$ cat src/rtl/gasp_ram.sv
`default_nettype none
module gasp_ram #(
    parameter int WIDTH = 8,
    parameter int DEPTH = 16
) (
    input  wire logic                     clk,
    input  wire logic                     we,
    input  wire logic [$clog2(DEPTH)-1:0] waddr,
    input  wire logic [WIDTH-1:0]         wdata,
    input  wire logic [$clog2(DEPTH)-1:0] raddr,
    output logic      [WIDTH-1:0]         rdata
);

    logic [WIDTH-1:0] mem_reg [DEPTH];
    logic [WIDTH-1:0] rdata_reg;

    // Write one word, read one word registered
    always_ff @(posedge clk)
    begin
        if (we)
        begin
            mem_reg[waddr] <= wdata;
        end
        rdata_reg <= mem_reg[raddr];
    end

    assign rdata = rdata_reg;

endmodule
`default_nettype wire

$ cat config.mk
export PLATFORM = sky130hd
export DESIGN_NAME = gasp_ram
export DESIGN_NICKNAME = d
export VERILOG_FILES = /design/src/rtl/gasp_ram.sv
export SDC_FILE = /design/constraint.sdc
export NUM_CORES = 1
export LEC_CHECK = 0
export CORE_ASPECT_RATIO = 1.25
export CORE_MARGIN = 4
export CORE_UTILIZATION = 45
export CTS_CLUSTER_DIAMETER = 80
export DETAILED_ROUTE_END_ITERATION = 10
export DONT_BUFFER_PORTS = 1
export PLACE_DENSITY = 0.61
export SLEW_MARGIN = 20
export SYNTH_ARGS = -nofsm -noshare
export SYNTH_HDL_FRONTEND = slang
export SYNTH_SLANG_ARGS = --single-unit
export TNS_END_PERCENT = 5
$ cat constraint.sdc
create_clock -name clk -period 3.45 [get_ports clk]
set_clock_uncertainty 0.1 [all_clocks]
set_input_delay 0.5175 -clock clk [delete_from_list [all_inputs] [get_ports clk]]
set_output_delay 0.5175 -clock clk [all_outputs]
set_load 0.02 [all_outputs]
## Yosys cells after proc, flatten, opt, wreduce, memory -nomap -nowiden

Memories as Yosys holds them, arrays and structs flattened. A register that Yosys moved wholly into a read port is not among the register bits.
Cells that the tools add are included.

- Flip-flop bits (word level): 0
- Latch bits: 0
- RAM bits: 128
- Memory bits (read-only): 0
- Word-level logic and storage cells: 3
- Memories: 1

Memory list:

| name | words | bits a word | read ports | clocked after Yosys merged registers in | wr ports | RTL line | source |
|---|---|---|---|---|---|---|---|
| mem_reg | 16 | 8 | 1 | 1 | 1 | 14 | `logic [WIDTH-1:0] mem_reg [DEPTH];` |

- Add/subtract/negate cells: 0
- Multipliers: 0
- Divide/modulo/power cells: 0
- $lt $le $gt $ge: 0
- Equal/unequal tests: 0
- Shifts and indexed selects: 0
- Multiplexer cells: 2
- Bitwise logic cells: 0
- Reductions and logical operators: 0

Operators by type and width:

| operator | count |
|---|---|
| 1-bit two-way mux | 2 |

## Longest topological paths before layout

Gate-level depths: netlist (run 1).

- Word-level depth: 2
- Gate-level depth with buffers: 5
- Depth with buffers taken out: 3

## Worst setup path after synthesis (run 1)

Ideal clock, no wire load.

- Kind: input -> register
- Start point: in waddr[2]
- End point: mem mem_reg[0][0], enable pin
- Setup time: 383 ps
- Data arrival time: 1627 ps
- Setup slack: 1340 ps
- Stages: 2
- Buffers on the path: 0
- Cell sequence: or3b_2 > nor3_1

RTL lines:

| what | RTL line | source |
|---|---|---|
| start: declaration | 8 | `input wire logic [$clog2(DEPTH)-1:0] waddr,` |
| end: declaration | 14 |  |

No word-level cell before the write port.

## Worst setup path in the final report (run 1)

- Start point: in waddr[2]
- End point: mem mem_reg[2][2], enable pin

No word-level cell before the write port.

==> results of run 1 <==
cells by family (layout without fill, tap and decap cells):
kind of cell / Yosys count / after routing / share of synthesized area
compound gates: 16 / 16 / 0.0233
buf+inv: 10 / 36 / 0.0168
flops: 136 / 136 / 0.778
mux: 32 / 32 / 0.150
simple gates: 35 / 35 / 0.0318
worst paths after layout:
check / start / to
setup / recovery: waddr[2] / mem_reg[2][2]
hold / removal: wdata[2] / mem_reg[1][2]
setup reg to reg: mem_reg[1][0] / rdata[0]
hold reg to reg: mem_reg[14][3] / rdata[3]
cell usage in the layout (no fill, tap or decap):
cell and n:
mux4_1 14, a22oi_1 16, mux4_2 18, inv_6 1, clkinv_2 2, and2b_1 1, nand3_1 1, buf_4 4
nand2b_1 2, edfxtp_1 128, and2_1 1, nor2_1 13, nand2_1 9, or3b_2 1, nand3b_1 2, nor3_1 4
clkinvlp_4 3, clkbuf_16 20, nor2b_1 1, clkinv_4 1, clkbuf_8 5, dfxtp_1 8
routing by layer:
metal  up-vias  part of all wire  global-route usage
met1      1181              0.41               0.196
met5         -                 0                   0
met2        94              0.50               0.238
met3        19             0.057              0.0379
li1        996                 -                   -
met4         0             0.033              0.0939
layout make-up:
type	instances	area, um^2	share of cell area
Timing Repair Buffer	4	30.0	0.00511
Clock buffer	25	569	0.0968
Tap cell	135	169	0.0287
Multi-Input combinational cell	83	1060	0.180
Sequential cell	136	4000	0.681
Clock inverter	7	50.0	0.00851
power groups by stage:
stage	combinational (W)	clock, W	sequential, W
final	0.0000994	0.00179	0.00187
after global routing	0.000105	0.00189	0.00188
after CTS	0.000100	0.00182	0.00187
after detailed placement	0.0000999	0	0.00191
after global placement	0.0000997	0	0.00191
after floorplan	0.0000938	0	0.00190
stage by stage:
step / cells / util / hold slack, ns / cell area, um^2
2_1_floorplan: 229 / - / 0.516 / 5150
3_3_place_gp: 358 / 0.472 / 0.518 / 5260
3_5_place_dp: 358 / 0.472 / 0.517 / 5260
4_1_cts: 390 / 0.528 / 0.0864 / 5880
5_1_grt: 390 / 0.528 / 0.0837 / 5880
6_report: 390 / 0.528 / 0.103 / 5880
==> run metrics, run 1 <==
hold depth 0; Area Overhead vs Synth 14.2%; Detail Route Antenna Nets 0; Yosys Warn Count 0; Total Power approximately 0.0038 W; Via Count roughly 2300; ys async rst share 0; critical path peak fanout 8; RSZ-0062 raised after global routing no; Final Max Tran Viols 0; cts bufs inserted 17; total setup buffers inserted after CTS 0; Post-synth top cells edfxtp_1, mux4_2, a22oi_1; vias in the first global route around 2300; Place WS 1.35 ns; Max Cap Viol 0; Core ar. 11100 um^2; pin count of the biggest net entering global routing 33; initial antenna violation count 0; # DRC 0; row cnt 43; Area contributors post-synth edfxtp_1, mux4_2, mux4_1, dfxtp_1, a22oi_1; status complete, no violations; crit start category input pin; Reg2Reg Setup Slack roughly 1.9 ns; Hold Crit Class input pin to register; initial core utilization 0.462; fin crit period about 1.7 ns; H-tree depth 4; chip width around 100 um; Critical Path RT between 3 and 4 ns; Antenna diodes 0; Root Buffer clkbuf_16; slowest CP cell nor2_1; Via density about 6; Synth top area share 0.747; leakage around 1.9 nW; Tcrit/Tclk final 0.482; Fmax achieved ~600 MHz; drt pass-1 iters 4; Clock Pin Slew Worst Setup and Hold Paths ~0.060 ns; PostCTS Resize Cnt 0; Critical Path Sink Type register; die footprint roughly 13000 um^2; VDD IR max around 0.34 mV; CP arrival 1.60 ns; Netlist Area Pre-Place slightly above 5000 um^2; crit-path leading delay family simple AND/OR/NAND/NOR gates; combinational share of power 0.026; Tot GR Track Use 0.153; Largest register FFs 128; Post-synth EDFFs ~130; cell count after synthesis 229; critical path depth in cells 2; crit path cell chain or3b_2 -> nor2_1; R2R depth 3; PnR worst setup slack about 1.8 ns; Sequential Power Share 0.498; nets 260; syn_nets between 200 and 250; Sw Ratio 0.189; Final GP Congestion just under 0.8; first-pass GRT wire length around 14000 um; CTS max path bufs 2; hpwl dp 5980 um; final setup fails 0; share of layout cells above drive strength 1 0.216; Clk Latency, worst-skew pair between 0.4 and 0.5 ns; Yosys reg bits 136; GRT overflow 0; share of the yosys chip area belonging to registers 0.778; Worst-Margin Slew between 0.7 and 0.8 ns; CTS tree built; final setup TNS 0 ns; slowest stage delay, CP between 0.5 and 0.6 ns; Worst slew margin 0.477; Pwr per Cell Area between 600 and 700 nW/um^2; I/O Buffers 0; syn_area_per_cell approximately 22 um^2; Critical path buffers and inverters 0; part of the power in the clock network 0.475; Worst Path Class, Setup input pin to register; Layout fillers between 800 and 900; total clock sinks about 140; Psw 0.000712 W; Int Pwr 0.00305 W; most used flip-flop cell after synthesis edfxtp_1; initial drt markers around 190; DR WL/cell roughly 24 um; Hold Fails Final Rpt 0; most common cell in the netlist edfxtp_1; Yosys cell types 19; Die Y-Extent between 100 and 150 um; WL final roughly 9500 um; dominant cell type by area after synthesis edfxtp_1; I/O pin count 26; CTS hold repair buffers 0
(Power assumes the default switching activity.)
==> inputs of run 2 (changes only) <==
--- a/config.mk
+++ b/config.mk
@@ -5,13 +5,14 @@
 export SDC_FILE = /design/constraint.sdc
 export NUM_CORES = 1
 export LEC_CHECK = 0
+export ABC_AREA = 1
 export CORE_ASPECT_RATIO = 1.25
 export CORE_MARGIN = 4
 export CORE_UTILIZATION = 45
 export CTS_CLUSTER_DIAMETER = 80
 export DETAILED_ROUTE_END_ITERATION = 10
 export DONT_BUFFER_PORTS = 1
-export PLACE_DENSITY = 0.61
+export PLACE_DENSITY = 0.63
 export SLEW_MARGIN = 20
 export SYNTH_ARGS = -nofsm -noshare
 export SYNTH_HDL_FRONTEND = slang
==> constraint.sdc (replaced) <==
create_clock -name clk -period 1.5 [get_ports clk]
set_clock_uncertainty 0.1 [all_clocks]
set_input_delay 0.225 -clock clk [delete_from_list [all_inputs] [get_ports clk]]
set_output_delay 0.225 -clock clk [all_outputs]
set_load 0.02 [all_outputs]
==> run 2 against run 1 <==
Sequential share of layout area shrank 8.9 points. Via count rose by 65%. Sequential cell count unchanged. Count of clock-buffer cells in the layout did not move. Power rose by 140%. Die area is 11% higher. Critical path depth fell by 1. Critical endpoint is now mem_reg[15][0]. Largest power group unchanged.
==> run metrics, run 2 <==
DR WL/cell 17.0 um (-30%); syn_area_per_cell 10.5 um^2 (-53%); Yosys Warn Count 0 (unchanged); Tcrit/Tclk final 0.840; Clock Pin Slew Worst Setup and Hold Paths 0.05 ns (about the same); WL final 13000 um (+37%); mux cell area share after synthesis 0 (-0.150); row cnt 46 (+7.0%); Worst Path Class, Setup input pin to register; RSZ-0062 raised after global routing no; syn_nets 569 (+130%); Critical Path RT 1.50 ns (-1.89 ns); crit path cell chain dlygate4sd3_1; CP arrival 1.26 ns (-0.34 ns); chip width 109 um (+5.4%); Detail Route Antenna Nets 0 (unchanged); share of the yosys chip area belonging to registers 0.694 (-0.0835); Netlist Area Pre-Place 5770 um^2 (+12%); vias in the first global route 3779 (+65%); leakage 2.91 nW (+52%); hpwl dp 8030 um (+34%); Final Cell Area 6760 um^2 (+15%); Worst-Margin Slew 0.760 ns (-0.0216 ns); Critical Path Sink Type register; Reg2Reg Setup Slack 0.41 ns (-1.46 ns); nets 601 (+130%); H-tree depth 4 (unchanged); initial antenna violation count 0 (unchanged); final setup fails 0 (unchanged); I/O Buffers 0 (unchanged); initial core utilization 0.458 (-0.00468); crit start category input pin; Core ar. 12600 um^2 (+13%); Post-synth EDFFs 128 (unchanged); launch point of the worst reg-to-reg path mem_reg[4][2]; Post-synth top cells nand2_1, edfxtp_1, inv_1; Pwr per Cell Area 1310 nW/um^2 (+110%); most used flip-flop cell after synthesis edfxtp_1; GRT overflow 0 (unchanged); largest family of logic cells by synthesized area simple AND/OR/NAND/NOR gates; CTS tree built; hold depth 3 (+3); R2R depth 6 (+3); Antenna diodes 0 (unchanged); post-synthesis compound-gate area fraction 0 (-0.0233); slowest stage delay, CP 1.03 ns (+0.45 ns); Int Pwr 0.00711 W (+130%); cell count after synthesis 551 (+140%); crit-path leading delay family buffers and inverters; Hold Crit Class input pin to register; slowest CP cell dlygate4sd3_1; fin crit period approximately 1.3 ns; Via Count 3776 (+65%); most common cell after layout, fill and taps aside nand2_1; Root Buffer clkbuf_16; ys async rst share 0 (unchanged); VDD IR max 0.745 mV (+120%); sequential cell area 4000 um^2 (unchanged); Hold Path End rdata[1]; combinational share of power 0.051 (+0.025); total clock sinks 136 (unchanged); CTS max path bufs 2 (unchanged); die footprint 14700 um^2 (+11%); Die Y-Extent 135 um (+5.5%); part of the power in the clock network 0.464 (-0.011); most common cell in the netlist nand2_1; dominant cell type by area after synthesis edfxtp_1; drt pass-1 iters 5 (+1); initial drt markers 313 (+67%); Max Cap Viol 0 (unchanged); Final Util 0.536 (+0.00851); Tot GR Track Use 0.191 (+0.0376); Clk Latency, worst-skew pair 0.41 ns (about the same); Post-Synth Simple-Gate Area 0.210 (+0.179); placed cell area 6040 um^2 (+15%); Sequential Power Share 0.485 (-0.013); Synth top area share 0.667 (-0.0802); commonest cells after routing, fill and taps aside nand2_1, edfxtp_1, inv_1, nand3_1, buf_4; worst hold start raddr[2]; Final GP Congestion 0.831 (+6.3%); area of the multi-input gates 1210 um^2 (+15%); Layout fillers 1075 (+28%); R2R Path End rdata[2]; # DRC 0 (unchanged); XOR/XNOR share of the synthesized area 0 (unchanged); I/O pin count 26 (unchanged); Via density 4.94 (-16%); Area contributors post-synth edfxtp_1, nand2_1, nand3_1, inv_1, dfxtp_1; first-pass GRT wire length 20100 um (+43%); pin count of the biggest net entering global routing 66 (+100%); cts bufs inserted 17 (unchanged); Worst slew margin 0.492 (+0.0147); Critical path buffers and inverters 1 (+1); share of layout cells above drive strength 1 0.0956 (-0.120); Post-Synth Adder-Cell Area 0 (unchanged); Yosys cell types 12 (-7); Largest register FFs 128 (unchanged); Final Max Tran Viols 0 (unchanged); Psw 0.00178 W (+150%); Sw Ratio 0.200 (+0.0108); final setup TNS 0 ns (unchanged); status complete, no violations; Area Overhead vs Synth 17.2%; PostCTS Resize Cnt 0 (unchanged); Hold Fails Final Rpt 0 (unchanged); Fmax achieved 793 MHz; Yosys reg bits 136 (unchanged); critical path peak fanout 16 (+8)
## run 2: how the worst max path moves through the flow
stage                     startpoint        endpoint  slack, ns  cells after the start
after detailed placement    waddr[2]   mem_reg[9][4]       0.24                      3
after floorplan             waddr[2]  mem_reg[10][0]       0.22                      2
after global routing        wdata[6]  mem_reg[14][6]       0.20                      1
after global placement      waddr[2]   mem_reg[9][4]       0.23                      3
after CTS                   wdata[0]  mem_reg[15][0]       0.23                      1
final                       wdata[0]  mem_reg[15][0]       0.24                      1
## run 2: what timing repair did
item	in CTS	in global routing
hold buffers	12	0
endpoints found under the hold margin	136	0
buffers inserted	0	0
## run 2: metal layers
layer | up-vias | track usage | wire (um)
met1 | 1796 | 0.225 | 5030
met3 | 21 | 0.0536 | 807
met5 | - | 0 | 0
met4 | 0 | 0.0644 | 282
met2 | 120 | 0.333 | 6840
li1 | 1839 | - | -
## run 2: layout make-up
cell class / instances / area share
inverter: 102 / 0.0566
multi-input combinational: 289 / 0.179
sequential: 136 / 0.592
timing repair buffer: 37 / 0.0511
clock inverter: 7 / 0.0133
clock buffer: 25 / 0.0762
tap: 168 / 0.0311
## run 2: cells by family (layout without fill, tap and decap cells)
kind of cell,Yosys count,count (layout)
flops,136,136
simple gates,289,289
buf+inv,126,171
## run 2: through the flow
step                total power [W]  cells  setup slack (ns)  hold WS [ns]
CTS                         0.00892    764             0.232       0.00205
finish                      0.00889    764             0.239       0.00771
global placement            0.00474    720             0.231         0.225
detailed placement          0.00475    720             0.245         0.225
floorplan                   0.00468    551             0.224         0.224
global route                0.00918    764             0.201       0.00801
## run 2: worst reg2reg max path, delay by kind of cell, from the launching register on
| family | cells | cell delay, ns |
|---|---|---|
| flops | 1 | 0.37 |
| buf+inv | 1 | 0.06 |
| simple gates | 5 | 0.46 |
## run 2: power by group through the flow
stage / sequential (W) / clock [W] / combinational, W
2_1_floorplan: 0.00438 / 0 / 0.000300
3_3_place_gp: 0.00439 / 0 / 0.000350
3_5_place_dp: 0.00439 / 0 / 0.000355
4_1_cts: 0.00431 / 0.00416 / 0.000455
5_1_grt: 0.00432 / 0.00436 / 0.000504
6_report: 0.00431 / 0.00412 / 0.000450
