`src/rtl/gasp_pkg.sv`:
```
`default_nettype none
package gasp_pkg;

    // Field widths of the input and output words
    localparam int ROW_W  = 5;
    localparam int COL_W  = 7;
    localparam int IDX_W  = 10;
    localparam int LEN_W  = 11;
    localparam int OP_W   = 2;
    localparam int IN_DATA_W  = 40;
    localparam int OUT_DATA_W = 32;

    // Operation codes carried on tuser
    localparam logic [OP_W-1:0] OP_WRITE  = 2'd0;
    localparam logic [OP_W-1:0] OP_SEARCH = 2'd1;
    localparam logic [OP_W-1:0] OP_READ   = 2'd2;
    localparam logic [OP_W-1:0] OP_IDLE   = 2'd3;

    // Per-cell search status
    localparam logic [1:0] ST_UNSEEN = 2'd0;
    localparam logic [1:0] ST_OPEN   = 2'd1;
    localparam logic [1:0] ST_CLOSED = 2'd2;

    // Neighbor directions in try order; the opposite of d is ~d
    typedef enum logic [1:0] {
        DIR_EAST  = 2'd0,
        DIR_NORTH = 2'd1,
        DIR_SOUTH = 2'd2,
        DIR_WEST  = 2'd3
    } dir_t;

endpackage
`default_nettype wire

```
`src/rtl/gasp_nbr.sv`:
```
`default_nettype none
module gasp_nbr #(
    parameter int GRID_ROWS = 32,
    parameter int GRID_COLS = 128
) (
    input  wire logic [$clog2(GRID_ROWS)-1:0] row,
    input  wire logic [$clog2(GRID_COLS)-1:0] col,
    input  wire gasp_pkg::dir_t               dir,
    input  wire logic [$clog2(GRID_ROWS)-1:0] goal_row,
    input  wire logic [$clog2(GRID_COLS)-1:0] goal_col,
    input  wire logic [$clog2(GRID_ROWS*GRID_COLS+1)-1:0] g,
    output logic      [$clog2(GRID_ROWS)-1:0] nb_row,
    output logic      [$clog2(GRID_COLS)-1:0] nb_col,
    output logic                              in_grid,
    output logic [$clog2(GRID_ROWS*GRID_COLS+GRID_ROWS+GRID_COLS+1)-1:0] f
);
    import gasp_pkg::*;

    localparam int RW = $clog2(GRID_ROWS);
    localparam int CW = $clog2(GRID_COLS);
    localparam int FW = $clog2(GRID_ROWS*GRID_COLS+GRID_ROWS+GRID_COLS+1);

    logic [RW-1:0] dr;
    logic [CW-1:0] dc;

    // Step one cell and check the grid edge
    always_comb
    begin
        nb_row  = row;
        nb_col  = col;
        in_grid = 1'b1;
        case (dir)
            DIR_EAST:
            begin
                in_grid = (col != CW'(GRID_COLS-1));
                nb_col  = col + CW'(1);
            end
            DIR_NORTH:
            begin
                in_grid = (row != '0);
                nb_row  = row - RW'(1);
            end
            DIR_SOUTH:
            begin
                in_grid = (row != RW'(GRID_ROWS-1));
                nb_row  = row + RW'(1);
            end
            default:
            begin
                in_grid = (col != '0);
                nb_col  = col - CW'(1);
            end
        endcase
    end

    // Cost plus Manhattan distance to the goal
    always_comb
    begin
        dr = (nb_row > goal_row) ? nb_row - goal_row : goal_row - nb_row;
        dc = (nb_col > goal_col) ? nb_col - goal_col : goal_col - nb_col;
        f  = FW'(g) + FW'(dr) + FW'(dc);
    end

endmodule
`default_nettype wire

```
`config.mk`:
```
export PLATFORM = sky130hd
export DESIGN_NAME = gasp_nbr
export DESIGN_NICKNAME = d
export VERILOG_FILES = /design/src/rtl/gasp_pkg.sv /design/src/rtl/gasp_nbr.sv
export SDC_FILE = /design/constraint.sdc
export NUM_CORES = 1
export LEC_CHECK = 0
export ABC_AREA = 1
export BUFFER_PORTS_ARGS = -buffer_cell sky130_fd_sc_hd__buf_2
export CORE_ASPECT_RATIO = 0.9
export CORE_UTILIZATION = 45
export DETAILED_ROUTE_END_ITERATION = 8
export PLACE_DENSITY = 0.7
export SYNTH_ARGS = -nofsm -noshare
export SYNTH_HDL_FRONTEND = slang
export SYNTH_SLANG_ARGS = --single-unit
```
`constraint.sdc`:
```
create_clock -name vclk -period 14.8
set_input_delay 4.44 -clock vclk [all_inputs]
set_output_delay 4.44 -clock vclk [all_outputs]
set_load 0.005 [all_outputs]
```
# Word level (Yosys, flattened, before mapping)
# Cells that the tools add are included.
[classes]
n_mux = 5
n_addsub = 10
reduce_logical = 4
eq_ne = 4
order_cmp = 2
[ops]
columns = ["cell", "count"]
rows = [
  ["$pmux 7 s2", 1],
  ["$sub 7x7->7", 2],
  ["$add 13x5->13", 1],
  ["$add 13x7->13", 1],
  ["$pmux 5 s2", 1],
  ["$sub 5x5->5", 2],
  ["$add 7x1->7 const B", 1],
  ["$gt 7x7->1", 1],
  ["$mux 7", 1],
  ["$ne 7x7->1 const B", 1],
  ["$reduce_bool 7->1", 1],
  ["$sub 7x1->7 const B", 1],
  ["$add 5x1->5 const B", 1],
  ["$gt 5x5->1", 1],
  ["$mux 5", 1],
  ["$ne 5x5->1 const B", 1],
  ["$reduce_bool 5->1", 1],
  ["$sub 5x1->5 const B", 1],
  ["$pmux 1 s3", 1],
  ["$eq 2x1->1 const B", 1],
  ["$eq 2x2->1 const B", 1],
  ["$logic_not 2->1", 1],
  ["$reduce_or 2->1", 1],
]
[word_totals]
register_bits = 0
out_inout_bits = 26
wordCells = 25

# Depth between registers and ports, before layout
# Gate-level depths: netlist (run 1).
[depth]
ltp_word = 6
depth_mapped = 34

# Least setup slack after synthesis (run 1)
# OpenSTA, ideal clock, no wires.
[synth_timing]
path_kind = "input to output"
from = "input dir[0]"
to = "output f[11]"
path_stages = 31
slack_ps = 1933
t_required_ps = 10360
arrival_time_ps = 8427
path_cell_list = "inv_1 -> ha_1 -> inv_1 -> ha_1 -> or2_1 -> nand3b_1 -> nand2_1 -> nand2_1 -> nand2_1 -> o21ai_1 -> ha_1 -> nand2_1 -> inv_1 -> a21oi_1 -> nand2_2 -> nand2_4 -> inv_2 -> nand2_1 -> nand2_1 -> fa_1 -> inv_1 -> ha_1 -> fa_1 -> nand3_1 -> nand2_1 -> nand2_1 -> nand2_1 -> nand2_1 -> nand2_1 -> nand2_1 -> nand2_1"
[synth_via]
elab_chain_len = 6
[synth_lines]
columns = ["element", "line_no", "text"]
rows = [
  ["from (decl)", "gasp_nbr.sv:8", "input wire gasp_pkg::dir_t dir,"],
  ["$eq 2x2->1 or $eq 2x1->1 (tied branches)", "gasp_nbr.sv:32", "case (dir)"],
  ["$reduce_or 2->1 (no line)", "-", ""],
  ["$pmux 7 s2 (*)", "gasp_nbr.sv:32", ""],
  ["via nb_col[5]", "gasp_nbr.sv:13", "output logic [$clog2(GRID_COLS)-1:0] nb_col,"],
  ["$sub 7x7->7 or $gt 7x7->1 (tied branches)", "gasp_nbr.sv:60", "dc = (nb_col > goal_col) ? nb_col - goal_col : goal_col - nb_col;"],
  ["$mux 7 (*)", "gasp_nbr.sv:60", ""],
  ["$add 13x7->13 (*)", "gasp_nbr.sv:61", "f = FW'(g) + FW'(dr) + FW'(dc);"],
  ["to (decl)", "gasp_nbr.sv:15", "output logic [$clog2(GRID_ROWS*GRID_COLS+GRID_ROWS+GRID_COLS+1)-1:0] f"],
]
# The timed path passes the listed nets; every way through them passes the cells marked *.

# Worst setup path in the final report (run 1)
[layout_timing]
from = "input dir[0]"
to = "output f[9]"
[layout_via]
elab_chain_len = 6
[layout_lines]
columns = ["element", "line_no", "text"]
rows = [
  ["$eq 2x2->1 or $eq 2x1->1 (tied branches)", "gasp_nbr.sv:32", ""],
  ["$pmux 5 s2 or $reduce_or 2->1 (tied branches)", "-", ""],
  ["$sub 5x5->5, or another cell as far along", "gasp_nbr.sv:59", "dr = (nb_row > goal_row) ? nb_row - goal_row : goal_row - nb_row;"],
  ["$mux 5, or another cell as far along", "gasp_nbr.sv:59", ""],
  ["$add 13x5->13 or $mux 7 (tied branches)", "gasp_nbr.sv:61, gasp_nbr.sv:60", ""],
  ["$add 13x7->13 (*)", "gasp_nbr.sv:61", ""],
]
# Mark *: on every way between the ends. The rest lies on a longest branch, timed or not.

==> summary.md, run 1 <==
| Metric | Value |
|---|---|
| Core Region | `5320 um2` |
| Sequential cell area fraction in the yosys report | `0` |
| Cts repair resizes | `0` |
| Most frequent cells in the layout | `130 x nand2_1, 88 x inv_1, 65 x buf_2` |
| Max FO, Critical Path | `10` |
| Critical Path Source Type | `input pin` |
| Hold Path Sink | `f[12]` |
| Nets | `581` |
| Largest cells by area after synthesis | `ha_1 23%, nand2_1 19%, inv_1 13%` |
| Avg Cell Area, Syn | `5.96 um2` |
| Layout cells sized above 1 | `0.175` |
| Total nets after synthesis | `519` |
| DR WL/cell | `10.4 um` |
| Share of the synthesized area in the top cell type | `0.234` |
| Routed WL | `5670 um` |
| DR iter-0 viols | `116` |
| Layout Area Growth over Synthesis | `15.1%` |
| Slowest stage cell on the critical path | `fa_1` |
| Initial Util | `0.472` |
| Status | `complete, no violations` |
| DRC | `0` |
| Clock buffers | `0` |
| MaxCap Viol Count | `0` |
| CP dominant cell by count | `nand2_1` |
| Port Buffers | `65` |
| Setup_tns | `0 ns` |
| Peak VDD IR | `153 uV` |
| Antenna violation net count after detailed routing | `0` |
| Io pins | `65` |
| Area leader, netlist | `ha_1` |
| CP required | `10.36 ns` |
| Hold Buf Count CTS | `0` |
| Final period util | `0.913` |
| Achievable Freq | `0.0740 GHz` |
| Bufs and invs on worst path | `7` |
| Initial antenna violation count | `0` |
| HP Class | `in2out` |
| Hold Crit Depth | `4` |
| Minimum clock period | `13.51 ns` |
| Vias | `2609` |
| Synthesized area | `2510 um2` |
| Drt first pass iters | `4` |
| Hold Path Origin | `g[12]` |
| Pwr dens | `118 nW/um2` |
| Total global routing overflow | `0` |
| Final hold vios | `0` |
| Vias in the first global route | `2408` |
| Largest net degree at the start of global routing | `14` |
| Die extent in y | `72.9 um` |
| Chip Width | `80.7 um` |
| Diode count | `0` |
| Mapped Cells | `421` |
| Commonest non-fill, non-tap cell in the layout | `nand2_1` |
| WHS | `9.16 ns` |
| Vias per cell | `4.76` |
| Routability cong. | `0.860` |
| GRT Util Overall | `0.199` |
| Std cell rows | `25` |
| Final Max Slew Viols | `0` |
| Max-slew headroom | `0.571` |
| Crit. End Element | `primary output` |
| Endpoints failing setup | `0` |
| RSZ-0062 raised after global routing | `false` |
| Delay-heaviest family, CP | `adder cells` |
| Global-route wire length before repair | `9720 um` |
| Yosys warns | `0` |
| FF+latch area | `0 um2` |
| Post-CTS setup buffers | `0` |
| Worst slew pin tran | `0.636 ns` |
| CP max stage delay | `0.48 ns` |
| Sequential cell count | `0` |
| Dpl hpwl | `5100 um` |
| Post-synth cell types | `30` |
| Setup CP Type | `in2out` |
| Die area | `5880 um2` |
| Leak | `1.83 nW` |
| Crit path DAT | `9.07 ns` |
## power by group
group / internal (mW) / total, mW / switching (mW) / leakage, nW
sequential: 0 / 0 / 0 / 0
clock: 0 / 0 / 0 / 0
combinational: 0.146 / 0.341 / 0.195 / 1.83
total: 0.146 / 0.341 / 0.195 / 1.83
## per-layer routing
layer,share of wire,routed length (um),vias to the layer above,GRT usage
met4,0.0058,33,0,0.0198
li1,-,-,1420,-
met5,0,0,-,0
met1,0.48,2750,1130,0.257
met2,0.48,2710,55,0.381
met3,0.031,176,4,0.00375
## worst max path at each step
stage / from / slack [ns] / to / cells after the start
after floorplan: dir[0] / 1.93 / f[11] / 31
after CTS: dir[0] / 1.31 / f[9] / 33
after detailed placement: dir[0] / 1.32 / f[9] / 33
after global placement: dir[0] / 1.43 / f[9] / 33
after global routing: dir[0] / 0.85 / f[11] / 33
final: dir[0] / 1.29 / f[9] / 33
## kinds of logic after synthesis
family	share of synthesized area
buf+inv	0.149
compound gates	0.0767
simple gates	0.371
fa+ha+maj	0.330
xor+xnor	0.0732
## area by class of cell
cell class	instances	area, um2
Fill cell	571	2430
Multi-Input combinational cell	324	2140
Inverter	92	345
Timing Repair Buffer	65	325
Tap cell	67	83.8
## stage by stage
stage / std cells / total power [mW] / util / worst slack (ns) / instance area (um2)
detailed placement: 548 / 0.344 / 0.544 / 1.32 / 2890
finish: 548 / 0.341 / 0.544 / 1.29 / 2890
global placement: 548 / 0.336 / 0.544 / 1.43 / 2890
CTS: 548 / 0.345 / 0.544 / 1.31 / 2890
global route: 548 / 0.394 / 0.544 / 0.852 / 2890
floorplan: 421 / 0.244 / - / 1.93 / 2510
## synthesized netlist by cell type
cell type	count
o21ai_1	6
nand4_1	8
o21bai_1	1
nand4_2	1
nor2_1	20
or2_2	1
o211ai_1	1
xor2_1	17
o21ai_0	12
nand4_4	1
nand2_2	6
a21oi_1	15
nor2_2	1
xnor2_1	4
nor3_1	1
nand3_2	1
nand3_1	30
nand3b_1	3
inv_1	88
nand2_4	2
nand2_1	130
o211ai_2	1
nor2_4	1
buf_2	3
clkbuf_1	1
ha_1	47
inv_2	4
buf_6	1
fa_1	12
or2_1	2
Power figures use the tool's default switching activity.
==> run 2, diff against run 1 <==
CORE_UTILIZATION = 50   (was 45)
PLACE_DENSITY = 0.76   (was 0.7)
==> run 2 against run 1 <==
Effect of this change: wire length shrank 2.5%; core utilization grew 5.4 points; first-iteration DRC count grew 8.6%; critical path depth is the same; die area shrank 9.7%; cell area is essentially flat; critical endpoint is now f[11]; via count grew 0.34%; sequential cell count is the same.
==> summary.md, run 2 (synthesis results as in run 1) <==
| Metric | Value |
|---|---|
| Status | `complete, no violations (unchanged)` |
| Max FO, Critical Path | `10 (unchanged)` |
| GRT Util Overall | `0.215 (was 0.199)` |
| Final period util | `0.913 (about the same)` |
| DRC | `0 (unchanged)` |
| Clock buffers | `0 (unchanged)` |
| Port Buffers | `65 (unchanged)` |
| FF+latch area | `0 um2 (unchanged)` |
| Slowest stage cell on the critical path | `fa_1 (unchanged)` |
| Vias | `2618 (was 2609)` |
| Vias per cell | `4.79 (was 4.76)` |
| Post-Route Utilization | `0.597 (was 0.544)` |
| Leak | `1.83 nW (unchanged)` |
| Drt first pass iters | `4 (unchanged)` |
| Non-filler cells, final | `546 (was 548)` |
| Final Max Slew Viols | `0 (unchanged)` |
| Routed WL | `5530 um (was 5670 um)` |
| Post-CTS setup buffers | `0 (unchanged)` |
| Commonest non-fill, non-tap cell in the layout | `nand2_1 (unchanged)` |
| HP Class | `in2out (unchanged)` |
| Global-route wire length before repair | `9820 um (was 9720 um)` |
| Peak VDD IR | `131 uV (was 153 uV)` |
| Sequential cell count | `0 (unchanged)` |
| Nets | `581 (unchanged)` |
| PnR worst setup slack | `1.28 ns (was 1.29 ns)` |
| Placed Cells incl. Taps | `546 (was 548)` |
| Total global routing overflow | `0 (unchanged)` |
| Die area | `5310 um2 (was 5880 um2)` |
| Dpl ws | `1.31 ns (was 1.32 ns)` |
| DR iter-0 viols | `126 (was 116)` |
| Std cell rows | `24 (was 25)` |
| MaxCap Viol Count | `0 (unchanged)` |
| Worst slew pin tran | `0.611 ns (was 0.636 ns)` |
| Minimum clock period | `13.52 ns (was 13.51 ns)` |
| Final hold vios | `0 (unchanged)` |
| Endpoints failing setup | `0 (unchanged)` |
| CP dominant cell by count | `nand2_1 (unchanged)` |
| Cts repair resizes | `0 (unchanged)` |
| Chip Width | `76.7 um (was 80.7 um)` |
| Fill cells | `510 (was 571)` |
| Routability cong. | `0.876 (was 0.860)` |
| Diode count | `0 (unchanged)` |
| Pwr dens | `119 nW/um2 (was 118 nW/um2)` |
| Setup_tns | `0 ns (unchanged)` |
| DR WL/cell | `10.1 um (was 10.4 um)` |
| CP max stage delay | `0.47 ns (was 0.48 ns)` |
| Crit. End Element | `primary output (unchanged)` |
| Largest net degree at the start of global routing | `14 (unchanged)` |
| Most frequent cells in the layout | `130 x nand2_1, 88 x inv_1, 65 x buf_2 (unchanged)` |
| Antenna violation net count after detailed routing | `0 (unchanged)` |
| Io pins | `65 (unchanged)` |
| Dpl hpwl | `4980 um (was 5100 um)` |
| RSZ-0062 raised after global routing | `false (unchanged)` |
| Core Region | `4830 um2 (was 5320 um2)` |
| Critical Path Source Type | `input pin (unchanged)` |
| Max-slew headroom | `0.589 (was 0.571)` |
| Layout cells sized above 1 | `0.175 (unchanged)` |
| Initial Util | `0.519 (was 0.472)` |
| Setup CP Type | `in2out (unchanged)` |
| CP required | `10.36 ns (about the same)` |
| Crit path DAT | `9.08 ns (was 9.07 ns)` |
| Initial antenna violation count | `0 (unchanged)` |
| Die extent in y | `69.2 um (was 72.9 um)` |
| Achievable Freq | `0.0740 GHz (about the same)` |
| Hold Buf Count CTS | `0 (unchanged)` |
| Layout Area Growth over Synthesis | `15.0% (was 15.1%)` |
| Vias in the first global route | `2436 (was 2408)` |
## run 2: path summary, 6_finish.rpt
check	cells past startpoint	start	endpoint
max	33	dir[0]	f[11]
min	4	g[12]	f[12]
## run 2: through the flow
stage	hold slack, ns	total power, mW	cell area [um2]
after floorplan	8.94	0.244	2510
after global placement	9.14	0.335	2890
after detailed placement	9.15	0.345	2890
after CTS	9.15	0.346	2890
after global routing	9.18	0.395	2890
final	9.15	0.345	2890
## run 2: area by class of cell
class / instances / area, um2 / area share
multi-input combinational: 324 / 2140 / 0.740
timing repair buffer: 65 / 325 / 0.113
tap: 65 / 81.3 / 0.0282
inverter: 92 / 345 / 0.120
## run 2: report_power, final
| group | internal, mW | switching, mW | leakage [nW] | total [mW] |
|---|---|---|---|---|
| logic | 0.145 | 0.199 | 1.83 | 0.345 |
| registers | 0 | 0 | 0 | 0 |
| clock network | 0 | 0 | 0 | 0 |
| total | 0.145 | 0.199 | 1.83 | 0.345 |
## run 2: worst max-delay path: cells and delay by family
kind / cells / cell delay (ns)
buf+inv: 7 / 0.65
simple gates: 18 / 1.60
compound gates: 2 / 0.38
fa+ha+maj: 6 / 2.00
## run 2: metal layers
layer | part of all wire | up-vias | wire (um) | track usage
met5 | 0 | - | 0 | 0
met4 | 0.0049 | 0 | 27 | 0.0385
met3 | 0.024 | 2 | 134 | 0.00658
met2 | 0.48 | 51 | 2670 | 0.395
met1 | 0.49 | 1148 | 2700 | 0.281
li1 | - | 1417 | - | -
==> run 3, diff against run 2 <==
RECOVER_POWER = 100   (was unset)
==> run 3 against run 2 <==
Effect of this change: wire length shrank 0.42%; clock-buffer cell count is the same; power shrank 1.0%; via count grew 0.76%.
==> summary.md, run 3 (synthesis results as in run 1) <==
| Metric | Value |
|---|---|
| WHS | `9.15 ns (unchanged)` |
| WP depth | `33 (unchanged)` |
| Slowest stage cell on the critical path | `fa_1 (unchanged)` |
| Vias | `2638 (was 2618)` |
| Bufs and invs on worst path | `7 (unchanged)` |
| Die extent in y | `69.2 um (unchanged)` |
| Post-DP Area | `2890 um2 (unchanged)` |
| DRC | `0 (unchanged)` |
| Pwr dens | `119 nW/um2 (about the same)` |
| CP required | `10.36 ns (about the same)` |
| GRT Util Overall | `0.215 (unchanged)` |
| CP dominant cell by count | `nand2_1 (unchanged)` |
| Leak | `1.81 nW (was 1.83 nW)` |
| PnR worst setup slack | `0.962 ns (was 1.28 ns)` |
| Vias in the first global route | `2436 (unchanged)` |
| Status | `complete, no violations (unchanged)` |
| Largest net degree at the start of global routing | `14 (unchanged)` |
| Achievable Freq | `0.0723 GHz (was 0.0740 GHz)` |
| Std cell rows | `24 (unchanged)` |
| Hold Crit Depth | `4 (unchanged)` |
| Sequential cell count | `0 (unchanged)` |
| Global-route wire length before repair | `9820 um (unchanged)` |
| Post-Layout Inst Area | `2870 um2 (was 2890 um2)` |
| Port Buffers | `65 (unchanged)` |
| Max FO, Critical Path | `10 (unchanged)` |
| Final Max Slew Viols | `0 (unchanged)` |
| Max-slew headroom | `0.579 (was 0.589)` |
| Chip Width | `76.7 um (unchanged)` |
| Clock buffers | `0 (unchanged)` |
| DR WL/cell | `10.1 um (about the same)` |
| Delay-heaviest family, CP | `adder cells (unchanged)` |
| Setup_tns | `0 ns (unchanged)` |
| Dpl ws | `1.31 ns (unchanged)` |
| Routability cong. | `0.876 (unchanged)` |
| Antenna violation net count after detailed routing | `0 (unchanged)` |
| DR iter-0 viols | `115 (was 126)` |
| Final hold vios | `0 (unchanged)` |
| Final period util | `0.935 (was 0.913)` |
| Fill cells | `512 (was 510)` |
| Placed Cells incl. Taps | `546 (unchanged)` |
| Peak VDD IR | `125 uV (was 131 uV)` |
| Non-filler cells, final | `546 (unchanged)` |
| Crit path DAT | `9.40 ns (was 9.08 ns)` |
| Vias per cell | `4.83 (was 4.79)` |
| Dpl hpwl | `4980 um (unchanged)` |
| Post-Route Utilization | `0.594 (was 0.597)` |
| Diode count | `0 (unchanged)` |
| Hold Buf Count CTS | `0 (unchanged)` |
| Total global routing overflow | `0 (unchanged)` |
| Core Region | `4830 um2 (unchanged)` |
| Layout Area Growth over Synthesis | `14.3% (was 15.0%)` |
| Crit. End Element | `primary output (unchanged)` |
| Worst slew pin tran | `0.625 ns (was 0.611 ns)` |
| Io pins | `65 (unchanged)` |
| Most frequent cells in the layout | `131 x nand2_1, 89 x inv_1, 55 x buf_2 (was 130 x nand2_1, 88 x inv_1, 65 x buf_2)` |
| Endpoints failing setup | `0 (unchanged)` |
| Power Total | `341 uW (was 345 uW)` |
| MaxCap Viol Count | `0 (unchanged)` |
| HP Class | `in2out (unchanged)` |
| RSZ-0062 raised after global routing | `false (unchanged)` |
| FF+latch area | `0 um2 (unchanged)` |
| Die area | `5310 um2 (unchanged)` |
| Initial antenna violation count | `0 (unchanged)` |
| Critical Path Source Type | `input pin (unchanged)` |
| Minimum clock period | `13.84 ns (was 13.52 ns)` |
| Setup crit end | `f[11] (unchanged)` |
| Commonest non-fill, non-tap cell in the layout | `nand2_1 (unchanged)` |
| Drt first pass iters | `5 (was 4)` |
| Nets | `581 (unchanged)` |
| Setup CP Type | `in2out (unchanged)` |
| Routed WL | `5510 um (was 5530 um)` |
| Initial Util | `0.519 (unchanged)` |
| Cts repair resizes | `0 (unchanged)` |
| Multi-input gate area | `2130 um2 (was 2140 um2)` |
| Post-CTS setup buffers | `0 (unchanged)` |
| CP max stage delay | `0.47 ns (about the same)` |
| Layout cells sized above 1 | `0.156 (was 0.175)` |
| Worst setup path start | `dir[0] (unchanged)` |
[run 3: changes by cell type in the layout (fill, tap and decap cells not counted), moves of 3 or more]
cell and delta:
buf_2 -10, clkbuf_1 +7, clkbuf_2 +3, o21ai_0 +3
o21ai_1 -3
[run 3: final cells by class]
cell class,instances,area share
inverter,92,0.120
multi-input combinational,324,0.741
tap,65,0.0283
timing repair buffer,65,0.110
[run 3: worst min path at each step]
stage,from,to,slack (ns)
after floorplan,g[8],f[8],8.94
after global placement,g[12],f[12],9.14
after detailed placement,g[12],f[12],9.15
after CTS,g[12],f[12],9.15
after global routing,g[12],f[12],9.18
final,g[12],f[12],9.15
[run 3: report_power, final]
group / switching [mW] / internal [mW]
clock network: 0 / 0
logic: 0.199 / 0.142
registers: 0 / 0
[run 3: tightest hold or removal path: cells and delay by family]
| family | cells | cell delay [ns] |
|---|---|---|
| buffers and inverters | 2 | 0.18 |
| AND/OR/NAND/NOR | 2 | 0.08 |
[run 3: metal layers]
| metal | part of all wire | vias up | track usage |
|---|---|---|---|
| li1 | - | 1417 | - |
| met1 | 0.48 | 1154 | 0.281 |
| met2 | 0.48 | 59 | 0.395 |
| met4 | 0.011 | 0 | 0.0385 |
| met3 | 0.028 | 8 | 0.00658 |
| met5 | 0 | - | 0 |
